<file path="config.mk">
export PLATFORM = sky130hd
export DESIGN_NAME = bls_ram
export DESIGN_NICKNAME = d
export VERILOG_FILES = /design/src/bls_ram.sv
export SDC_FILE = /design/constraint.sdc
export NUM_CORES = 1
export LEC_CHECK = 0
export BUFFER_PORTS_ARGS = -buffer_cell sky130_fd_sc_hd__clkbuf_2
export CORE_MARGIN = 2
export CORE_UTILIZATION = 60
export CTS_BUF_LIST = sky130_fd_sc_hd__clkbuf_4 sky130_fd_sc_hd__clkbuf_8
export DETAILED_ROUTE_END_ITERATION = 12
export GPL_TIMING_DRIVEN = 0
export PLACE_DENSITY = 0.77
export SETUP_SLACK_MARGIN = 0.15
export SYNTH_ARGS = -nofsm -noshare
export SYNTH_HDL_FRONTEND = slang
export SYNTH_SLANG_ARGS = --single-unit
</file>
<file path="constraint.sdc">
create_clock -name clk -period 5.43 [get_ports clk]
set_input_delay 1.629 -clock clk [delete_from_list [all_inputs] [get_ports clk]]
set_output_delay 1.629 -clock clk [all_outputs]
set_load 0.02 [all_outputs]
</file>
<file path="src/bls_ram.sv">
// bls_ram: generic simple dual-port ram, one write port, one registered read port
// no dependencies
module bls_ram #(
	parameter int WIDTH = 32,
	parameter int DEPTH = 16
) (
	input  logic                                   clk,
	input  logic                                   we,
	input  logic [((DEPTH > 1) ? $clog2(DEPTH) : 1)-1:0] wr_addr,
	input  logic [WIDTH-1:0]                       wr_data,
	input  logic                                   rd_en,
	input  logic [((DEPTH > 1) ? $clog2(DEPTH) : 1)-1:0] rd_addr,
	output logic [WIDTH-1:0]                       rd_data
);

	logic [WIDTH-1:0] mem [DEPTH];

	always_ff @(posedge clk) begin
		if (we) begin
			mem[wr_addr] <= wr_data;
		end
		if (rd_en) begin
			rd_data <= mem[rd_addr];
		end
	end

endmodule

</file>
==> results of run 1 <==
-- kinds of logic after synthesis --
logic type             Yosys count  share of synthesized area
and+or+nand+nor                 59                     0.0125
DFF                            544                      0.810
muxes                          128                      0.143
buffers and inverters           43                     0.0110
AOI/OAI and AO/OA               64                     0.0238
-- per-layer routing --
layer  vias to the layer above  wire, µm
met1                      4987     15900
li1                       3999         -
met4                         2      1180
met3                        83      3640
met5                         -        13
met2                       549     21200
-- flip-flops by register name, indices dropped and copies added (netlist names) --
register  cells
rd_data      32
mem         512
-- area by class of cell --
cell class                      count  share of cell area
Multi-Input combinational cell    251               0.161
Clock buffer                      111              0.0585
Clock inverter                     43             0.00943
Buffer                             43             0.00960
Sequential cell                   544               0.704
Tap cell                          448              0.0241
Timing Repair Buffer               96              0.0340
-- path summary, 6_finish.rpt --
path / from / end / slack, ns / cells past startpoint
setup / recovery: wr_addr[2] / mem[8][30] / 2.27 / 5
hold / removal: mem[15][4] / rd_data[4] / 0.73 / 3
setup reg to reg: mem[11][19] / rd_data[19] / 3.90 / 3
hold reg to reg: mem[15][4] / rd_data[4] / 0.73 / 3
-- power breakdown --
part           internal, µW  leakage, µW  switching, µW
Clock                  1680     0.000822           1490
Combinational           172      0.00172            275
Sequential             4730      0.00494           23.5
Total                  6590      0.00749           1790
-- critical path, stage by stage --
cell      delay, ns
clkbuf_2       0.11
nand3b_1       0.37
nor3_2         0.86
buf_6          0.29
buf_6          0.20
-- through the flow --
stage	util	TNS (ns)
2_1_floorplan	-	0
3_3_place_gp	0.634	-205.24
3_5_place_dp	0.650	0
4_1_cts	0.697	0
5_1_grt	0.697	0
6_report	0.697	0
-- placed cells by master (no fill, tap or decap), types with 3 or more instances in the layout --
cell,instances
nor2_4,12
clkbuf_8,84
edfxtp_1,544
clkinvlp_4,3
nor3_2,4
mux4_2,128
inv_6,3
buf_16,7
buf_12,5
clkinv_2,4
clkbuf_2,72
clkinv_1,32
clkbuf_1,17
buf_2,4
a22oi_1,64
clkbuf_4,27
buf_4,12
nand2_1,33
buf_6,12
buf_1,9
==> impl_metrics.yaml, run 1 <==
sta:
  holdWs_ns: 0.730
  max_clock_freq_mhz: 316
  rsz0062_at_grt: "false"
  finalHoldViolations: 0
  setup_ws_ns: 2.27
  tightest_slew_ns: 1.07
  setup_viol: 0
  finalMaxSlewViolations: 0
  period_share: 0.582
  slew_headroom: 0.283
  clock_skew_ns: 0.0200
  period_minus_slack_ns: 3.16
grt:
  grt_pass1_vias: 10034
  met3_usage: 0.0529
  grt-ovfl-total: 0
  busiest_layer: "met2"
  grt_max_degree: 33
  use_met1: 0.338
  use_met2: 0.403
  antenna_found_initial: 1
  track_usage: 0.247
  grt_pass1_wl_mm: 62.5
clocking:
  cts-root-buf: "clkbuf_8"
  clk_latency_ns: 0.62
  cts_max_path_buffers: 3
  clkSlewWorstSetupHoldPaths_ns: 0.06
  cts_tree: "done"
  cts_max_level: 3
  cts_buffers: 83
  cts_resized: 0
  cts_setup_buffers: 0
  cts_num_sinks: 544
  hold_buffers: 0
final_layout:
  multi_input_area_um2: 3730
  layout.nets: 1062
  drive_above_1_share: 0.349
  final_cells: 1536
  fill_cells: 1903
  n_antenna_cell: 0
  synthToLayoutAreaGrowth_pct: 15.1
  fin_area_um2: 23200
  seq_area_um2: 16300
yosys:
  synth_cell_type_count: 17
  yosys_warnings: 0
  syn_inst: 838
  synth-edff-count: 544
  synth_ff_type: "edfxtp_1"
  yosys.area.top_type_share: 0.810
  avgSynthCellArea_um2: 24.1
  synth_top_area_cell: "edfxtp_1"
  synthesis.nets: 881
  synth.cell_area_um2: 20200
  yosysMostFrequentCell: "edfxtp_1"
  ys_seq_area_frac: 0.810
  netlist_top_cells_count: "edfxtp_1, mux4_2, a22oi_1"
  synthTopCellsByArea: "edfxtp_1, mux4_2, a22oi_1"
  ys_async_sr_fraction: 0
  yosys_register_bits: 544
placement:
  gp_congestion: 0.717
  placed_area_um2: 21600
  dp_hpwl_mm: 25.9
  port_buffers: 72
  dp_cells: 1382
  place_ws_ns: 1.66
pwr:
  total_power_uw: 8380
  ir_drop_v: 0.000180
  power_density_nw_per_um2: 361
  total_leakage_power_uw: 0.00749
setup_path:
  required_ns: 5.74
  path_max_fanout: 9
  start_kind: "primary input"
  path_class: "primary input to flop"
  worstSetupEndpointType: "flop"
  worst-endpoint-arrival_ns: 3.47
floorplan:
  die_h_um: 187
  rows: 67
  dieArea_um2: 35100
  coreArea_um2: 33300
  die_w_um: 187
  pin_count: 75
  start_util: 0.606
route:
  via_per_inst: 6.26
  first_iter_violations: 1030
  drt-pass1-iter-count: 5
  finalWirelength_mm: 41.9
  antenna_left: 0
  num_vias: 9620
  drc: 0
  wl_per_cell_um: 27.3
run:
  drv_cap: 0
worst_hold_path:
  min_path_type: "flop to flop"
run_status:
  status: "completed"
No activity file was read; power rests on OpenSTA's default activity.
==> run 2, diff against run 1 <==
clock period = 3 ns   (was 5.43 ns; I/O delays follow)
==> run 2 against run 1 <==
Clock skew up 0.0063 ns. Power grew 77%. Sequential power up 81%. Flip-flop and latch count unchanged. Register-to-register slack got worse by 2.4 ns. Combinational power grew 83%. Worst hold slack worse by 0.027 ns. Final cell count decreased by 1.2%. Clock power is 70% higher. Core utilization shrank 0.23 points. Critical path depth unchanged. Critical path type unchanged. Critical endpoint is now mem[0][23].
==> impl_metrics.yaml, run 2 (synthesis results as in run 1) <==
pwr:
  ir_drop_v: 0.000323
  comb_power_share: 0.055
  p_clk_frac: 0.365
  total_leakage_power_uw: 0.00742
  seqPwrFrac: 0.580
  switching_share: 0.214
  power.switching_uw: 3170
  intPower_uw: 11700
  power_density_nw_per_um2: 642
setup_path:
  cp_top_family: "simple AND/OR/NAND/NOR gates"
  worst_path_largest_cell_delay_ns: 0.75
  worst_path_max_delay_cell: "nor3_4"
  path_max_fanout: 12
  required_ns: 3.29
  worst-endpoint-arrival_ns: 2.84
  crit_top_cell: "buf_16"
  worstSetupEndpointType: "flop"
  path_class: "primary input to flop"
  reg2reg_depth: 3
  r2r-start: "mem[3][29]"
  r2r-end: "rd_data[29]"
  crit_chain: "clkbuf_2 -> or3b_2 -> nor3_4 -> buf_16 -> buf_16"
  start_kind: "primary input"
  reg2reg_slack_ns: 1.48
  crit_buf_inv: 3
floorplan:
  die_h_um: 187
  dieArea_um2: 35100
  pin_count: 75
  rows: 67
  start_util: 0.606
  coreArea_um2: 33300
  die_w_um: 187
run:
  drv_cap: 0
grt:
  grt_pass1_wl_mm: 62.7
  grt_max_degree: 33
  grt-ovfl-total: 0
  grt_pass1_vias: 9882
  antenna_found_initial: 3
  track_usage: 0.249
final_layout:
  top_register: "mem"
  synthToLayoutAreaGrowth_pct: 14.7
  final_core_util: 0.695
  reg.largest.list: "mem x512, rd_data x32"
  layout_commonest_cell: "edfxtp_1"
  layout_common_cells: "edfxtp_1, mux4_2, clkbuf_8"
  layout.nets: 1056
  drive_above_1_share: 0.341
  largest_reg_flops: 512
clocking:
  cts-root-buf: "clkbuf_8"
  clk_latency_ns: 0.60
  cts_setup_buffers: 0
  cts_tree: "done"
  cts_max_level: 3
  cts_buffers: 81
  cts_resized: 0
  cts_num_sinks: 544
  cts_max_path_buffers: 3
  hold_buffers: 0
  clkSlewWorstSetupHoldPaths_ns: 0.06
sta:
  finalHoldViolations: 0
  max_clock_freq_mhz: 393
  slew_headroom: 0.279
  period_share: 0.849
  clock_skew_ns: 0.0264
  tightest_slew_ns: 1.08
  finalMaxSlewViolations: 0
  setup_viol: 0
  rsz0062_at_grt: "false"
  period_minus_slack_ns: 2.55
  holdWs_ns: 0.703
route:
  via_per_inst: 6.36
  first_iter_violations: 1204
  finalWirelength_mm: 42.4
  antenna_left: 0
  drc: 0
  drt-pass1-iter-count: 7
  wl_per_cell_um: 27.9
  num_vias: 9652
worst_hold_path:
  hold_end: "mem[9][14]"
  min_path_type: "primary input to flop"
  min_path_cells: 1
  hold_path.startpoint: "wr_data[14]"
run_status:
  status: "completed"
placement:
  gp_congestion: 0.707
  dp_hpwl_mm: 25.4
  port_buffers: 72
[run 2: cell count changes in the layout (fill, tap and decap cells not counted), sizes merged]
cell / before / now
clkbuf: 200 / 191
diode: 0 / 1
clkinvlp: 3 / 4
buf: 50 / 46
clkinv: 36 / 33
bufinv: 1 / 0
inv: 3 / 0
[run 2: worst max-delay path by stage]
| stage | startpoint | end | slack, ns | cells past startpoint |
|---|---|---|---|---|
| global route | wr_addr[2] | mem[0][23] | 0.44 | 5 |
| global placement | wr_addr[2] | mem[2][25] | -1.83 | 3 |
| detailed placement | wr_addr[2] | mem[0][22] | -0.12 | 5 |
| CTS | wr_addr[2] | mem[0][23] | 0.50 | 5 |
| floorplan | wr_addr[2] | mem[1][0] | -0.23 | 2 |
| finish | wr_addr[2] | mem[0][23] | 0.45 | 5 |
[run 2: layout make-up]
cell class,count,area (µm²)
plain buffers,43,223
flip-flops and latches,544,16300
well taps,448,561
diodes,1,2.50
fillers,1905,10100
clock inverters,37,160
repair buffers,92,818
clock buffers,102,1280
multi-input cells,251,3750
[run 2: metal layers]
layer	track usage	share of wire	wire (µm)	vias up
met2	0.397	0.49	21000	598
met4	0.0827	0.022	938	4
met5	0	0.00071	30	-
li1	-	-	-	3973
met1	0.354	0.38	16200	5007
met3	0.0514	0.099	4210	70
[run 2: worst register-to-register path: cells and delay by family (launching register included)]
kind,cells,cell delay [ns]
compound gates,1,0.25
flops,1,0.39
mux,1,0.51
simple gates,1,0.10
[run 2: stage by stage]
stage / worst slack (ns) / power, µW / cell area [µm²] / instances / TNS [ns]
after floorplan: -0.228 / 9220 / 20200 / 838 / -21.90
after CTS: 0.504 / 14900 / 23100 / 1517 / 0
final: 0.454 / 14800 / 23100 / 1518 / 0
after global routing: 0.445 / 15300 / 23100 / 1518 / 0
after global placement: -1.83 / 9530 / 21100 / 1358 / -513.87
after detailed placement: -0.118 / 9590 / 21700 / 1378 / -1.39
[run 2: power groups by stage]
stage          registers [µW]  logic [µW]  clock network [µW]
4_1_cts                  8610         826                5500
6_report                 8610         817                5420
5_1_grt                  8620         871                5820
3_5_place_dp             8770         823                   0
2_1_floorplan            8810         412                   0
3_3_place_gp             8760         768                   0
