## src/bls_pkg.sv

```systemverilog
// bls_pkg: word types, opcodes and controller states for block_lower_bound_scan
// no dependencies; used by block_lower_bound_scan and bls_row_match
package bls_pkg;

	localparam int POS_W   = 7;
	localparam int DATA_W  = 32;
	localparam int COUNT_W = 8;

	localparam logic OP_WRITE  = 1'b0;
	localparam logic OP_SEARCH = 1'b1;

	typedef struct packed {
		logic               op;
		logic [POS_W-1:0]   position;
		logic [DATA_W-1:0]  value;
		logic               descending;
		logic [COUNT_W-1:0] entry_count;
	} cmd_word_t;

	typedef struct packed {
		logic             hit;
		logic [POS_W-1:0] hit_index;
	} result_word_t;

	typedef enum logic [1:0] {
		ST_IDLE,
		ST_WRITE,
		ST_SCAN
	} state_t;

endpackage

```

## src/bls_row_match.sv

```systemverilog
// bls_row_match: compares one memory row against the pivot inside [start, count)
// depends on bls_pkg; reports the lowest qualifying lane
module bls_row_match #(
	parameter int ROW_LANES = 16,
	parameter int IDX_W     = 8
) (
	input  logic [ROW_LANES*bls_pkg::DATA_W-1:0]              row_data,
	input  logic [bls_pkg::DATA_W-1:0]                        pivot,
	input  logic                                              descending,
	input  logic [IDX_W-1:0]                                  row_base,
	input  logic [IDX_W-1:0]                                  start_idx,
	input  logic [IDX_W-1:0]                                  count,
	output logic                                              hit,
	output logic [((ROW_LANES > 1) ? $clog2(ROW_LANES) : 1)-1:0] lane
);

	localparam int LW = (ROW_LANES > 1) ? $clog2(ROW_LANES) : 1;

	logic [ROW_LANES-1:0] qual;

	always_comb begin
		logic [IDX_W-1:0]           p;
		logic [bls_pkg::DATA_W-1:0] ent;
		for (int l = 0; l < ROW_LANES; l++) begin
			p   = row_base + IDX_W'(l);
			ent = row_data[l*bls_pkg::DATA_W +: bls_pkg::DATA_W];
			qual[l] = (p >= start_idx) && (p < count)
				&& (descending ? (ent <= pivot) : (ent >= pivot));
		end
	end

	always_comb begin
		hit  = |qual;
		lane = '0;
		for (int l = ROW_LANES - 1; l >= 0; l--) begin
			if (qual[l]) begin
				lane = LW'(l);
			end
		end
	end

endmodule
```

## config.mk

```make
export PLATFORM = sky130hd
export DESIGN_NAME = bls_row_match
export DESIGN_NICKNAME = d
export VERILOG_FILES = /design/src/bls_pkg.sv /design/src/bls_row_match.sv
export SDC_FILE = /design/constraint.sdc
export NUM_CORES = 1
export LEC_CHECK = 0
export BUFFER_PORTS_ARGS = -buffer_cell sky130_fd_sc_hd__buf_4
export CAP_MARGIN = 20
export CELL_PAD_IN_SITES_DETAIL_PLACEMENT = 0
export CELL_PAD_IN_SITES_GLOBAL_PLACEMENT = 2
export CORE_MARGIN = 2
export CORE_UTILIZATION = 32
export DETAILED_ROUTE_END_ITERATION = 16
export GPL_ROUTABILITY_DRIVEN = 1
export MAX_ROUTING_LAYER = met4
export PLACE_DENSITY_LB_ADDON = 0.1
export SKIP_LAST_GASP = 1
export SLEW_MARGIN = 20
export SYNTH_ARGS = -nofsm -noshare
export SYNTH_HDL_FRONTEND = slang
export SYNTH_SLANG_ARGS = --single-unit
```

## constraint.sdc

```tcl
create_clock -name vclk -period 9.96
set_input_delay 1.494 -clock vclk [all_inputs]
set_output_delay 1.494 -clock vclk [all_outputs]
set_load 0.02 [all_outputs]
```

==> impl_metrics.env, run 1 <==
export IMPL_fin_util_pct=42.6
export IMPL_syn_inst=2108
export IMPL_layout_commonest_cell="ha_1"
export IMPL_grt_ovfl_total=0
export IMPL_p_comb_share_pct=100.0
export IMPL_hold_slack_ps=3830
export IMPL_fmax_mhz=139
export IMPL_grt_pass1_wl_um=130000
export IMPL_nets=3973
export IMPL_fillCellCount=5396
export IMPL_route_detailed_drc=0
export IMPL_antenna_found_initial=32
export IMPL_crit_chain="buf_4 > ha_1 > nand3_1 > nor2_1 > xor2_1 > ha_1 > a2111oi_0 > o21ai_0 > a221o_1 > a211oi_1 > o21bai_1 > nor3_2 > o21ai_1 > and4_1 > buf_4"
export IMPL_finalPower_uw=1140
export IMPL_synth_distinct_cells=84
export IMPL_io_buffers=574
export IMPL_holdPathStages=6
export IMPL_worstPathRequired_ps=8470
export IMPL_final_cell_mix="712 x ha_1, 602 x buf_4, 217 x a21oi_1"
export IMPL_slew_violations=0
export IMPL_placed_cells=3378
export IMPL_setup_viol=0
export IMPL_post_cts_setup_buffers=0
export IMPL_cp_slowest_cell="ha_1"
export IMPL_tightest_slew_ps=1130
export IMPL_cp_top_family="compound AO/OA/AOI/OAI gates"
export IMPL_cpPeakStageDelay_ps=640
export IMPL_hpwl_um=76600
export IMPL_wl_per_cell_um=26.5
export IMPL_core_area_um2=52700
export IMPL_worstPathMaxFanout=20
export IMPL_slew_headroom_pct=24.6
export IMPL_dr_pass1_iters=6
export IMPL_cp_arrival_ps=5680
export IMPL_rsz0062_at_grt="false"
export IMPL_hold_class="in2out"
export IMPL_seq_cell_count=0
export IMPL_final_period_utilization_pct=72.0
export IMPL_die_x_um=235
export IMPL_ant_nets=0
export IMPL_swShare_pct=55.1
export IMPL_finalCriticalPeriod_ps=7170
export IMPL_p_leak_uw=0.0116
export IMPL_pwr_share_seq_pct=0
export IMPL_p_sw_uw=628
export IMPL_ys_warnings_count=0
export IMPL_internal_power_uw=511
export IMPL_finalNonFillerCells=3411
export IMPL_holdBufCountCts=0
export IMPL_setup_tns_ps=0
export IMPL_clkPwrFrac_pct=0
export IMPL_syn_area_um2=17100
export IMPL_worstSetupPathDepth=15
export IMPL_io_pins=574
export IMPL_track_usage_pct=32.3
export IMPL_fp_dieH_um=235
export IMPL_grt_pass1_vias=19600
export IMPL_placementRows=84
export IMPL_cts_repair_resized=0
export IMPL_crit_buf_inv=2
export IMPL_place_gp_congestion=0.947
export IMPL_ys_seq_area_share_pct=0
export IMPL_drt_initial_drc_count=993
export IMPL_clkbuf_count=0
export IMPL_layout_area_seq_um2=0
export IMPL_critPathKind="in2out"
export IMPL_endpoint_kind="output pin"
export IMPL_startpoint="row_base[4]"
export IMPL_start_util_pct=32.4
export IMPL_hold_viol=0
export IMPL_ir_drop_uv=33.1
export IMPL_vias_per_cell=5.67
export IMPL_grt_max_degree=28
export IMPL_synth_avg_cell_area_um2=8.09
export IMPL_startpoint_type="primary input"
export IMPL_maxCapViolCount=0
export IMPL_syn_num_nets=3389
export IMPL_dr_total_vias=19400
export IMPL_synthToLayoutAreaGrowth_pct=31.5
export IMPL_routed_wl_um=90500
export IMPL_drive_gt1_share_pct=23.5
export IMPL_power_density_nw_per_um2=50.8
export IMPL_dieArea_um2=55200
export IMPL_crit_end="lane[2]"
export IMPL_status="complete, no violations"
[how the worst min path moves through the flow]
stage / start / endpoint / slack (ps)
global route: descending / lane[1] / 3940
floorplan: row_data[104] / lane[1] / 3660
detailed placement: descending / lane[1] / 3830
global placement: descending / lane[1] / 3830
finish: descending / lane[1] / 3830
CTS: descending / lane[1] / 3820
[cells in the mapped netlist (all sizes together) (10+ instances only)]
library cell	n	area share, %
nand3	69	2.1
a31oi	13	0.48
xor2	29	1.5
a211oi	38	1.7
nand4	112	4.1
clkbuf	16	0.47
a21boi	11	0.55
nor3	45	1.4
a21o	79	3.5
o211ai	38	1.7
a2111oi	21	1.1
nor2b	24	0.88
o21a	26	1.1
a221oi	13	0.67
xnor2	40	2.1
nor2	103	2.3
nand2b	10	0.37
nor4	20	0.84
a21oi	217	6.4
o21ai	122	3.6
o21bai	14	0.64
inv	106	2.3
ha	712	52
nand2	129	2.8
[tightest hold or removal path: stages]
cell and delay (ps):
buf_4 220, nand3_1 110, o21ai_0 120, o21ai_0 160
a31oi_1 40, buf_4 150
[metal layers]
layer | global-route usage, % | share of wire, % | wire length (µm)
met1 | 38.1 | 42 | 38000
met5 | - | 0 | 0
met4 | 8.52 | 3.4 | 3050
met3 | 5.38 | 6.0 | 5440
met2 | 56.5 | 49 | 44000
[area by class of cell]
class	count	area, µm²	share of cell area [%]
inverters	106	398	1.77
well taps	688	861	3.84
diodes	33	82.6	0.368
repair buffers	602	4520	20.2
multi-input cells	1982	16600	73.9
[stage by stage]
stage               setup WS [ps]  area (µm²)
floorplan                    3640       17100
global placement             3070       22300
detailed placement           2810       22300
CTS                          2810       22300
global route                 2520       22400
finish                       2790       22400
[logic make-up (layout without fill, tap and decap cells)]
kind of cell	count (synthesis)	count (layout)	synth area share [%]
AOI/OAI and AO/OA	654	654	24.9
xor gates and xnor gates	69	69	3.54
adders and majority gates	712	712	52.2
buffers and inverters	126	708	2.89
muxes	2	2	0.132
other	0	33	0
and+or+nand+nor	545	545	16.3
[power groups by stage]
stage	combinational, µW	clock, µW	sequential (µW)
CTS	1140	0	0
finish	1140	0.000442	0
global route	1270	0.000426	0
detailed placement	1130	0	0
floorplan	642	0	0
global placement	1100	0	0
Power figures use the tool's default switching activity.
==> inputs of run 2 (changes only) <==
--- a/config.mk
+++ b/config.mk
@@ -5,12 +5,13 @@
 export SDC_FILE = /design/constraint.sdc
 export NUM_CORES = 1
 export LEC_CHECK = 0
+export ABC_AREA = 1
 export BUFFER_PORTS_ARGS = -buffer_cell sky130_fd_sc_hd__buf_4
 export CAP_MARGIN = 20
 export CELL_PAD_IN_SITES_DETAIL_PLACEMENT = 0
 export CELL_PAD_IN_SITES_GLOBAL_PLACEMENT = 2
 export CORE_MARGIN = 2
-export CORE_UTILIZATION = 32
+export CORE_UTILIZATION = 29
 export DETAILED_ROUTE_END_ITERATION = 16
 export GPL_ROUTABILITY_DRIVEN = 1
 export MAX_ROUTING_LAYER = met4
==> constraint.sdc (replaced) <==
create_clock -name vclk -period 7.3
set_input_delay 1.095 -clock vclk [all_inputs]
set_output_delay 1.095 -clock vclk [all_outputs]
set_load 0.02 [all_outputs]
==> impl_metrics.env, run 2 <==
export IMPL_pre_cts_ws_ps=1120
export IMPL_cts_repair_resized=0
export IMPL_dieArea_um2=60500
export IMPL_finalNonFillerCells=3731
export IMPL_nets=4226
export IMPL_rsz0062_at_grt="false"
export IMPL_synth_compound_area_share_pct=19.8
export IMPL_yosysMostFrequentCell="ha_1"
export IMPL_slew_violations=0
export IMPL_synth_top_family_by_area="adder cells"
export IMPL_fp_dieH_um=246
export IMPL_endpoint_kind="output pin"
export IMPL_holdBufCountCts=0
export IMPL_power_density_nw_per_um2=68.1
export IMPL_vias_per_cell=5.19
export IMPL_synthToLayoutAreaGrowth_pct=32.0
export IMPL_syn_inst=2361
export IMPL_p_leak_uw=0.0122
export IMPL_worstPathRequired_ps=6200
export IMPL_ant_nets=0
export IMPL_layout_commonest_cell="ha_1"
export IMPL_setup_tns_ps=0
export IMPL_synth_xor_area_share_pct=2.94
export IMPL_post_cts_setup_buffers=0
export IMPL_layout_area_seq_um2=0
export IMPL_grt_pass1_vias=19100
export IMPL_start_util_pct=29.4
export IMPL_hold_class="in2out"
export IMPL_holdPathStages=5
export IMPL_core_area_um2=57800
export IMPL_fin_area_um2=22400
export IMPL_fmax_mhz=163
export IMPL_syn_area_um2=17000
export IMPL_grt_pass1_wl_um=125000
export IMPL_cp_arrival_ps=5030
export IMPL_synthAdderAreaFrac_pct=52.5
export IMPL_synth_distinct_cells=43
export IMPL_worst_slack_ps=1170
export IMPL_final_period_utilization_pct=83.9
export IMPL_finalCriticalPeriod_ps=6130
export IMPL_pwr_share_seq_pct=0
export IMPL_placed_cells=3708
export IMPL_holdPathEnd="lane[0]"
export IMPL_worstPathMaxFanout=16
export IMPL_ys_warnings_count=0
export IMPL_final_cell_mix="712 x ha_1, 592 x buf_4, 410 x nand2_1"
export IMPL_maxCapViolCount=0
export IMPL_grt_ovfl_total=0
export IMPL_dr_total_vias=19400
export IMPL_slew_headroom_pct=24.2
export IMPL_track_usage_pct=28.6
export IMPL_clkPwrFrac_pct=0
export IMPL_grt_max_degree=20
export IMPL_seq_cell_count=0
export IMPL_cpPeakStageDelay_ps=940
export IMPL_p_comb_share_pct=100.0
export IMPL_place_gp_congestion=0.960
export IMPL_cp_slowest_cell="nor4_1"
export IMPL_hpwl_um=76400
export IMPL_crit_chain="buf_4 > inv_1 > ha_1 > nand2_1 > inv_1 > nand4_1 > nor4_1 > nand4_1 > nand4_1 > nand3_1 > nand2_1 > nand2_1 > nand2_1 > nand2_1 > nand2_1 > nand2_1 > nand2_1 > nand2_1 > nand2_1 > nand2_1 > nand2_1 > a21oi_2 > buf_4"
export IMPL_yosys_area_top_type_share_pct=52.5
export IMPL_hold_slack_ps=2850
export IMPL_synth_area_leaders="ha_1 52%, a21oi_1 10%, nand2_1 9.1%, inv_1 5.4%, o21ai_0 3.2%"
export IMPL_drt_initial_drc_count=828
export IMPL_setup_viol=0
export IMPL_ir_drop_uv=45.9
export IMPL_synth_avg_cell_area_um2=7.19
export IMPL_drive_gt1_share_pct=20.6
export IMPL_routed_wl_um=87600
export IMPL_hold_viol=0
export IMPL_yosys_area_top_type="ha_1"
export IMPL_internal_power_uw=656
export IMPL_ys_seq_area_share_pct=0
export IMPL_io_buffers=574
export IMPL_p_sw_uw=870
export IMPL_swShare_pct=57.0
export IMPL_yosys_area_share_simple_pct=18.9
export IMPL_wl_per_cell_um=23.5
export IMPL_placementRows=88
export IMPL_synthMuxAreaShare_pct=0.177
export IMPL_route_detailed_drc=0
export IMPL_clkbuf_count=0
export IMPL_hold_start="descending"
export IMPL_tightest_slew_ps=1130
export IMPL_die_x_um=246
export IMPL_dr_pass1_iters=5
export IMPL_placedInstanceArea_um2=22300
export IMPL_syn_num_nets=3642
export IMPL_io_pins=574
export IMPL_status="complete, no violations"
export IMPL_critPathMostFrequentCell="nand2_1"
export IMPL_critPathKind="in2out"
export IMPL_synth_common_cells="712 x ha_1, 410 x nand2_1, 341 x a21oi_1"
export IMPL_antenna_found_initial=23
export IMPL_startpoint_type="primary input"
[run 2: cell types whose count changed in the layout (fill, tap and decap cells not counted), sizes merged, moves of 18 or more]
cell / change
a21oi: +128
o211ai: -28
a2111oi: -21
inv: +139
nor3: -18
nand2: +282
nand4: -28
xnor2: -36
xor2: +24
a211oi: -20
a21o: -67
nor2b: -24
[run 2: power by group through the flow]
stage / Clock [µW] / Sequential, µW / Combinational (µW)
5_1_grt: 0.000423 / 0 / 1730
3_5_place_dp: 0 / 0 / 1520
3_3_place_gp: 0 / 0 / 1490
6_report: 0.000424 / 0 / 1530
2_1_floorplan: 0 / 0 / 867
4_1_cts: 0 / 0 / 1530
[run 2: worst max-delay path by stage]
stage                 from       to  depth (start not counted)
2_1_floorplan  row_base[3]  lane[0]                         29
3_3_place_gp     pivot[27]  lane[0]                         23
3_5_place_dp     pivot[27]  lane[0]                         23
4_1_cts          pivot[27]  lane[0]                         23
5_1_grt          pivot[27]  lane[0]                         23
6_report         pivot[27]  lane[0]                         23
[run 2: cell type report]
class | count | area [µm²]
Antenna cell | 23 | 57.6
Fill cell | 6127 | 35400
Inverter | 247 | 927
Multi-Input combinational cell | 2104 | 16000
Tap cell | 765 | 957
Timing Repair Buffer | 592 | 4440
[run 2: metal layers]
| layer | wire, µm | global-route usage (%) | share of wire (%) | vias up |
|---|---|---|---|---|
| met5 | 0 | - | 0 | - |
| met4 | 2190 | 6.56 | 2.5 | 0 |
| met3 | 4700 | 3.71 | 5.4 | 64 |
| met2 | 42700 | 50.4 | 49 | 531 |
| met1 | 38000 | 34.5 | 43 | 8963 |
| li1 | - | - | - | 9800 |
[run 2: through the flow]
stage	util (%)	power (µW)
floorplan	-	867
global placement	38.6	1490
detailed placement	38.6	1520
CTS	38.6	1530
global route	38.8	1730
finish	38.8	1530
[run 2: worst max-delay path, delay by kind of cell]
| family | cells | cell delay [ps] |
|---|---|---|
| simple gates | 17 | 2680 |
| compound gates | 1 | 50 |
| fa+ha+maj | 1 | 260 |
| buf+inv | 4 | 930 |
[run 2: kinds of logic after synthesis]
family / Yosys count
AOI/OAI and AO/OA: 593
muxes: 3
adders and majority gates: 712
buffers and inverters: 257
xor gates and xnor gates: 57
and+or+nand+nor: 739
